`src/design/nts_pkg.sv`:
```
package nts_pkg;

  localparam int unsigned SCORE_DEPTH_DEFAULT = 256;
  localparam int unsigned TIMER_INPUT_HZ_DEFAULT = 1193180;

  localparam int unsigned NOTE_W = 7;
  localparam int unsigned MS_W = 16;
  localparam int unsigned DIV_W = 18;
  localparam int unsigned ROM_DEPTH = 128;

  localparam logic [DIV_W-1:0] DIV_MAX = '1;
  localparam logic [63:0] DIV_DENOM = 64'd440000000000;
  localparam int unsigned BASE_NOTE = 69;
  localparam int unsigned OCTAVE_OFFSET = 60;
  localparam int unsigned SEMITONES = 12;

  typedef enum logic [2:0] {
    KIND_CLEAR  = 3'd0,
    KIND_APPEND = 3'd1,
    KIND_START  = 3'd2,
    KIND_STOP   = 3'd3,
    KIND_TICK   = 3'd4
  } kind_t;

  typedef struct packed {
    logic [NOTE_W-1:0] note;
    logic [MS_W-1:0]   snd;
    logic [MS_W-1:0]   rst;
  } entry_t;

  typedef struct packed {
    logic cap_in;
    logic clr_count;
    logic append;
    logic set_accepted;
    logic start_play;
    logic finish;
    logic rem_dec;
    logic rd_play;
    logic rd_scan;
    logic scan_next;
    logic scan_inc;
    logic enter_sound;
    logic enter_rest;
    logic load_out;
  } nts_cmd_t;

  typedef struct packed {
    kind_t kind;
    logic  playing;
    logic  count_empty;
    logic  count_full;
    logic  rem_le1;
    logic  in_rest;
    logic  rd_snd_nz;
    logic  rd_rst_nz;
    logic  scan_done;
    logic  out_free;
  } nts_sts_t;

  typedef logic [DIV_W-1:0] div_rom_t [ROM_DEPTH];

  localparam logic [63:0] SEMITONE_POW [SEMITONES] = '{
    64'd1000000000, 64'd1059463094, 64'd1122462048, 64'd1189207115,
    64'd1259921050, 64'd1334839854, 64'd1414213562, 64'd1498307077,
    64'd1587401052, 64'd1681792831, 64'd1781797436, 64'd1887748625
  };

  // Octave q is counted downward from five octaves above the base note.
  function automatic logic [DIV_W-1:0] divisor_calc(input logic [63:0] hz,
                                                     input int unsigned n);
    int unsigned e;
    int unsigned q;
    logic [63:0] num;
    logic [63:0] v;
    e = BASE_NOTE + OCTAVE_OFFSET - n;
    q = 0;
    for (int i = 0; i < 11; i++) begin
      if (e >= SEMITONES) begin
        e = e - SEMITONES;
        q = q + 1;
      end
    end
    num = hz * SEMITONE_POW[e];
    if (q >= 5) begin
      num = num << (q - 5);
    end else begin
      num = num >> (5 - q);
    end
    v = num / DIV_DENOM;
    if (v > 64'(DIV_MAX)) begin
      return DIV_MAX;
    end
    return v[DIV_W-1:0];
  endfunction

  function automatic div_rom_t build_div_rom(input logic [63:0] hz);
    div_rom_t rom;
    for (int i = 0; i < ROM_DEPTH; i++) begin
      rom[i] = divisor_calc(hz, i);
    end
    return rom;
  endfunction

endpackage

```
`src/design/nts_ctrl.sv`:
```
module nts_ctrl (
  input  logic             clk,
  input  logic             rst,
  input  logic             in_valid,
  output logic             in_stall,
  input  nts_pkg::nts_sts_t sts,
  output nts_pkg::nts_cmd_t cmd
);
  import nts_pkg::*;

  typedef enum logic [6:0] {
    S_IDLE     = 7'b0000001,
    S_EXEC     = 7'b0000010,
    S_TICK_RD  = 7'b0000100,
    S_TICK_CHK = 7'b0001000,
    S_SCAN_RD  = 7'b0010000,
    S_SCAN_CHK = 7'b0100000,
    S_RESP     = 7'b1000000
  } state_t;

  state_t state;
  state_t state_next;

  always_ff @(posedge clk) begin
    if (rst) begin
      state <= S_IDLE;
    end else begin
      state <= state_next;
    end
  end

  assign in_stall = (state != S_IDLE);

  always_comb begin
    cmd = '0;
    state_next = state;
    unique case (state)
      S_IDLE: begin
        if (in_valid) begin
          cmd.cap_in = 1'b1;
          state_next = S_EXEC;
        end
      end
      S_EXEC: begin
        state_next = S_RESP;
        unique case (sts.kind)
          KIND_CLEAR: begin
            if (!sts.playing) begin
              cmd.clr_count = 1'b1;
              cmd.set_accepted = 1'b1;
            end
          end
          KIND_APPEND: begin
            if (!sts.playing && !sts.count_full) begin
              cmd.append = 1'b1;
              cmd.set_accepted = 1'b1;
            end
          end
          KIND_START: begin
            if (!sts.playing && !sts.count_empty) begin
              cmd.start_play = 1'b1;
              state_next = S_SCAN_RD;
            end
          end
          KIND_STOP: begin
            if (sts.playing) begin
              cmd.finish = 1'b1;
            end
          end
          KIND_TICK: begin
            if (sts.playing) begin
              cmd.rem_dec = 1'b1;
              if (sts.rem_le1) begin
                state_next = S_TICK_RD;
              end
            end
          end
          default: begin
          end
        endcase
      end
      S_TICK_RD: begin
        cmd.rd_play = 1'b1;
        state_next = S_TICK_CHK;
      end
      S_TICK_CHK: begin
        if (!sts.in_rest && sts.rd_rst_nz) begin
          cmd.enter_rest = 1'b1;
          state_next = S_RESP;
        end else begin
          cmd.scan_next = 1'b1;
          state_next = S_SCAN_RD;
        end
      end
      S_SCAN_RD: begin
        if (sts.scan_done) begin
          cmd.finish = 1'b1;
          state_next = S_RESP;
        end else begin
          cmd.rd_scan = 1'b1;
          state_next = S_SCAN_CHK;
        end
      end
      S_SCAN_CHK: begin
        if (sts.rd_snd_nz) begin
          cmd.enter_sound = 1'b1;
          state_next = S_RESP;
        end else if (sts.rd_rst_nz) begin
          cmd.enter_rest = 1'b1;
          state_next = S_RESP;
        end else begin
          cmd.scan_inc = 1'b1;
          state_next = S_SCAN_RD;
        end
      end
      S_RESP: begin
        if (sts.out_free) begin
          cmd.load_out = 1'b1;
          state_next = S_IDLE;
        end
      end
      default: begin
        state_next = S_IDLE;
      end
    endcase
  end

endmodule

```
`config.mk`:
```
export PLATFORM = sky130hd
export DESIGN_NAME = nts_ctrl
export DESIGN_NICKNAME = d
export VERILOG_FILES = /design/src/design/nts_pkg.sv /design/src/design/nts_ctrl.sv
export SDC_FILE = /design/constraint.sdc
export NUM_CORES = 1
export LEC_CHECK = 0
export ABC_AREA = 1
export BUFFER_PORTS_ARGS = -buffer_cell sky130_fd_sc_hd__buf_2
export CAP_MARGIN = 20
export CORE_MARGIN = 3
export CORE_UTILIZATION = 48
export CTS_CLUSTER_SIZE = 30
export DETAILED_ROUTE_END_ITERATION = 10
export PLACE_DENSITY = 0.82
export SYNTH_ARGS = -nofsm -noshare
export SYNTH_HDL_FRONTEND = slang
export SYNTH_SLANG_ARGS = --single-unit
```
`constraint.sdc`:
```
create_clock -name clk -period 1.9 [get_ports clk]
set_input_delay 0.095 -clock clk [delete_from_list [all_inputs] [get_ports clk]]
set_output_delay 0.095 -clock clk [all_outputs]
set_load 0.01 [all_outputs]
```
==> results.toml, run 1 <==
[run_status]
outcome = "finished, final reports clean"

[sta]
fin_hold_ws_ns = 0.0476
period_needed_ns = 1.56
final_max_slew_viol_count = 0
maxSlewHeadroom = 0.786
finalHoldViolCount = 0
rsz0062_at_grt = "no"
worst_slew_pin_slew_ns = 0.318
setup_viol = 0
max_clock_freq_mhz = 641
finalClockSkew_ns = 0.00551
tns_ns = 0
fin_crit_sh = 0.821

[worst_setup_path]
worstSetupPathType = "reg2out"
cp_slowest_cell = "dfxtp_1"
critPathCapture = "cmd[8]"
regToRegSetupSlack_ns = 0.68
critical_path_depth = 8
crit_chain = "nor2_1, nand2_2, inv_2, nand2_4, clkinv_2, nand3_2, o21ai_1, buf_2"
required_ns = 1.80
path_max_fanout = 6
cp-end-kind = "output port"
reg2reg_to = "state[0]"
max_stage_delay_ns = 0.33
startpoint_type = "flip-flop"
timing.rr.start = "state[6]"
r2r_cells = 6
crit_arrival_ns = 1.47
worst-path-buf-inv = 3
startpoint = "state[4]"
crit_family = "simple AND/OR/NAND/NOR gates"

[logic_synthesis]
syn_avg_cell_area_um2 = 6.28
synth_cell_types = 24
ys_top_cells_by_area = "dfxtp_1, nand2_1, inv_1"
synth_edf_count = 0
syn-num-nets = 117
async_flop_share = 0
synth_most_common_cell = "nand2_1"
netlist_area_um2 = 641
synthCells = 102
synth.yosys.seq_area_share = 0.219
synth_ff_type = "dfxtp_1"
yosys-top-cells-count = "nand2_1, inv_1, nor2_1"
yosys_warnings = 0
netlist.area_leader.share = 0.219
yosys.area.top_type = "dfxtp_1"
ys_ff_latch = 7

[drt]
drt-total-wl_um = 1510
wl_per_cell_um = 10.1
drtIter0Drc = 19
ant_nets = 0
route.detailed.drc = 0
vias = 717
dr.pass1.iters = 4
post_drt_via_cell_ratio = 4.81

[clock_tree]
clk_pin_slew_worst_paths_ns = 0.05
postCtsSetupRepairBufs = 0
hold_buffers = 0
cts-root-buf = "clkbuf_4"
cts.path.max_buffers = 2
cts_tree = "done"
cts_buffers = 3
cts_sinks = 7
ctsResizeCount = 0
clock_latency_ns = 0.25
htreeDepth = 1

[pwr]
p_comb_frac = 0.263
leakagePower_nw = 0.512
ir_drop_mv = 0.440
seqPwrFrac = 0.401
power.internal_uw = 272
power_density_nw_per_um2 = 471
p_total_uw = 391
p_clk_frac = 0.336
switching_power_uw = 119
swShare = 0.303

[cells_and_area]
drive_gt1_frac = 0.422
syn_to_final_growth_pct = 29.5
largest_register_ffs = 7
fin_nets = 151
largest_register = "state"
top_regs = "state (7)"
num_antenna_cells = 0
fin_area_um2 = 830

[global_route]
track_usage = 0.195
grt_pass1_vias = 683
grt_max_degree = 7
grt_pass1_wl_um = 2770
grt_antenna_before_repair = 0
gr-total-overflow = 0

[placed_design]
dpl_cell_area_um2 = 803
hpwlAfterDp_um = 1280
finalWeightedCongestion = 0.796
port_buffers = 29

[run]
maxCapViolations = 0

[floorplan]
die_h_um = 42.5
ios = 30
die-width_um = 42.5
std_cell_rows = 12
start_util = 0.547
dieArea_um2 = 1810
core_area_um2 = 1170

[worst_hold_path]
hold_path_class = "in2reg"
cell type report:
class	count	area (µm²)
Clock buffer	4	26.3
Fill cell	113	342
Inverter	23	90.1
Multi-Input combinational cell	72	410
Sequential cell	7	140
Tap cell	14	17.5
Timing Repair Buffer	29	145
metal layers:
| metal | routed length, µm | track usage | up-vias |
|---|---|---|---|
| met2 | 721 | 0.331 | 33 |
| met5 | 0 | 0 | - |
| met1 | 652 | 0.226 | 298 |
| met3 | 123 | 0.0558 | 2 |
| li1 | - | - | 384 |
| met4 | 13 | 0.0807 | 0 |
stage by stage:
step	setup slack (ns)	util	cells
floorplan	0.740	-	102
global placement	0.676	0.686	145
detailed placement	0.643	0.686	145
CTS	0.329	0.708	149
global route	0.159	0.708	149
finish	0.340	0.708	149
worst min path at each step:
stage | start | to | slack, ns | cells after the start
floorplan | rst | state[3] | 0.17 | 1
global placement | sts[1] | state[5] | 0.30 | 2
detailed placement | sts[1] | state[5] | 0.30 | 2
CTS | sts[1] | state[5] | 0.04 | 2
global route | sts[1] | state[5] | 0.06 | 2
finish | sts[1] | state[5] | 0.05 | 2
kinds of logic after synthesis:
kind of cell,after synthesis,synth area share
buffers and inverters,23,0.141
and+or+nand+nor,69,0.598
DFF,7,0.219
AOI/OAI and AO/OA,3,0.0430
power by group through the flow:
stage | Combinational, mW | Clock, mW | Sequential (mW)
floorplan | 0.0667 | 0 | 0.159
global placement | 0.101 | 0 | 0.160
detailed placement | 0.103 | 0 | 0.160
CTS | 0.104 | 0.136 | 0.157
global route | 0.117 | 0.142 | 0.157
finish | 0.103 | 0.131 | 0.157
worst reg2reg max path: cells and delay by family (launching register included):
kind / cells / cell delay [ns]
and+or+nand+nor: 5 / 0.69
DFF: 1 / 0.33
buffers and inverters: 1 / 0.09
cells in the final DEF (no fill, tap or decap), types with 2 or more instances in the layout:
| cell | synthesis | routed |
|---|---|---|
| nor3_1 | 7 | 7 |
| clkbuf_4 | 0 | 3 |
| nor2_2 | 2 | 2 |
| buf_2 | 0 | 29 |
| nand2_4 | 4 | 4 |
| nand3_1 | 9 | 9 |
| nand2_1 | 17 | 17 |
| nand3_2 | 3 | 3 |
| inv_2 | 5 | 5 |
| inv_1 | 16 | 16 |
| nor2_1 | 16 | 16 |
| nand2_2 | 3 | 3 |
| dfxtp_1 | 7 | 7 |
Note: power is estimated with default switching activity, not from simulation.
==> run 2, diff against run 1 <==
--- a/config.mk
+++ b/config.mk
@@ -9,10 +9,10 @@
 export BUFFER_PORTS_ARGS = -buffer_cell sky130_fd_sc_hd__buf_2
 export CAP_MARGIN = 20
 export CORE_MARGIN = 3
-export CORE_UTILIZATION = 48
+export CORE_UTILIZATION = 44
 export CTS_CLUSTER_SIZE = 30
 export DETAILED_ROUTE_END_ITERATION = 10
-export PLACE_DENSITY = 0.82
+export PLACE_DENSITY = 0.76
 export SYNTH_ARGS = -nofsm -noshare
 export SYNTH_HDL_FRONTEND = slang
 export SYNTH_SLANG_ARGS = --single-unit
==> constraint.sdc (replaced) <==
create_clock -name clk -period 1.6 [get_ports clk]
set_input_delay 0.08 -clock clk [delete_from_list [all_inputs] [get_ports clk]]
set_output_delay 0.08 -clock clk [all_outputs]
set_load 0.01 [all_outputs]
==> results.toml, run 2 (synthesis results as in run 1) <==
[worst_setup_path]
r2r_cells = 6
cp-end-kind = "output port"
crit_arrival_ns = 1.40
reg2reg_to = "state[0]"
required_ns = 1.52
regToRegSetupSlack_ns = 0.45
timing.rr.start = "state[6]"
worstSetupPathType = "reg2out"
startpoint_type = "flip-flop"
path_max_fanout = 6

[clock_tree]
clk_pin_slew_worst_paths_ns = 0.05
cts_tree = "done"
cts_sinks = 7
clock_latency_ns = 0.25
htreeDepth = 1
cts.path.max_buffers = 2
cts-root-buf = "clkbuf_4"
cts_buffers = 3

[floorplan]
die-width_um = 44.2
std_cell_rows = 13
ios = 30
core_area_um2 = 1330
die_h_um = 44.2
dieArea_um2 = 1950
start_util = 0.480

[global_route]
grt_max_degree = 7
track_usage = 0.175
grt_antenna_before_repair = 0
grt_pass1_vias = 677
grt_pass1_wl_um = 2610
gr-total-overflow = 0

[sta]
finalHoldViolCount = 0
setup_viol = 0
final_max_slew_viol_count = 0
finalClockSkew_ns = 0.00102
max_clock_freq_mhz = 674
rsz0062_at_grt = "no"
tns_ns = 0
maxSlewHeadroom = 0.772
fin_crit_sh = 0.927
worst_slew_pin_slew_ns = 0.339
period_needed_ns = 1.48

[cells_and_area]
register_area_um2 = 140
largest_register_ffs = 7
largest_register = "state"
syn_to_final_growth_pct = 30.1
multi_input_area_um2 = 413
final_common_cell = "buf_2"
final_cell_count_no_fill = 150
final_cell_mix = "buf_2, nand2_1, inv_1"
drive_gt1_frac = 0.430
fin_nets = 151
n_fill_cell = 139
num_antenna_cells = 0
fin_area_um2 = 833
top_regs = "state (7)"

[placed_design]
finalWeightedCongestion = 0.781
port_buffers = 29
dpl.cell_count = 146
hpwlAfterDp_um = 1320
dpl_cell_area_um2 = 805

[run]
maxCapViolations = 0

[drt]
drtIter0Drc = 12
post_drt_via_cell_ratio = 4.71
drt-total-wl_um = 1520
ant_nets = 0
route.detailed.drc = 0
dr.pass1.iters = 3
vias = 707
wl_per_cell_um = 10.1

[pwr]
leakagePower_nw = 0.513
ir_drop_mv = 0.585
power_density_nw_per_um2 = 566
switching_power_uw = 148
p_comb_frac = 0.261
swShare = 0.313
p_clk_frac = 0.344
seqPwrFrac = 0.395
power.internal_uw = 324

[worst_hold_path]
min_path_cells = 2
hp-start = "sts[1]"
hold_path_class = "in2reg"
hold_end = "state[5]"

[run_status]
outcome = "finished, final reports clean"
## run 2: cell counts in the layout (fill, tap and decap cells not counted)
Identical to the previous run, type by type.
## run 2: timing repair
action | CTS | global route
buffers inserted | 0 | 0
resized for setup | 0 | 1
hold buffers | 0 | 0
setup endpoints to repair | 0 | 3
## run 2: routing by layer
layer,part of all wire,up-vias,GRT usage
li1,-,382,-
met1,0.43,302,0.195
met2,0.51,21,0.334
met3,0.051,2,0.0407
met4,0.0079,0,0.0361
met5,0,-,0
## run 2: worst max-delay path by stage
stage,start,to,slack [ns],cells after the start
final,state[4],cmd[11],0.12,8
after floorplan,state[4],cmd[12],0.45,5
after global placement,state[4],cmd[8],0.40,8
after global routing,state[4],cmd[11],0.003,8
after CTS,state[4],cmd[11],0.08,8
after detailed placement,state[4],cmd[11],0.35,8
## run 2: layout make-up
class,instances,area share
Sequential cell,7,0.168
Inverter,23,0.108
Clock buffer,4,0.0315
Timing Repair Buffer,29,0.174
Tap cell,15,0.0225
Multi-Input combinational cell,72,0.495
## run 2: worst max-delay path: stages, from the launching register on
cell	delay [ns]
dfxtp_1	0.34
nor2_2	0.14
nand2_2	0.08
inv_2	0.09
nand2_4	0.08
clkinv_2	0.07
nand3_2	0.07
nor3_2	0.12
buf_2	0.15
## run 2: stage by stage
| step | hold WS, ns | power [mW] | setup slack, ns | util |
|---|---|---|---|---|
| finish | 0.0190 | 0.471 | 0.117 | 0.625 |
| CTS | 0.0220 | 0.473 | 0.0830 | 0.623 |
| detailed placement | 0.283 | 0.313 | 0.354 | 0.603 |
| floorplan | 0.152 | 0.268 | 0.455 | - |
| global route | 0.0240 | 0.499 | 0.00263 | 0.625 |
| global placement | 0.281 | 0.310 | 0.401 | 0.603 |
## run 2: power groups by stage
stage / Sequential [mW] / Clock [mW] / Combinational, mW
2_1_floorplan: 0.189 / 0 / 0.0792
3_3_place_gp: 0.189 / 0 / 0.121
3_5_place_dp: 0.190 / 0 / 0.123
4_1_cts: 0.186 / 0.163 / 0.124
5_1_grt: 0.187 / 0.172 / 0.140
6_report: 0.186 / 0.162 / 0.123
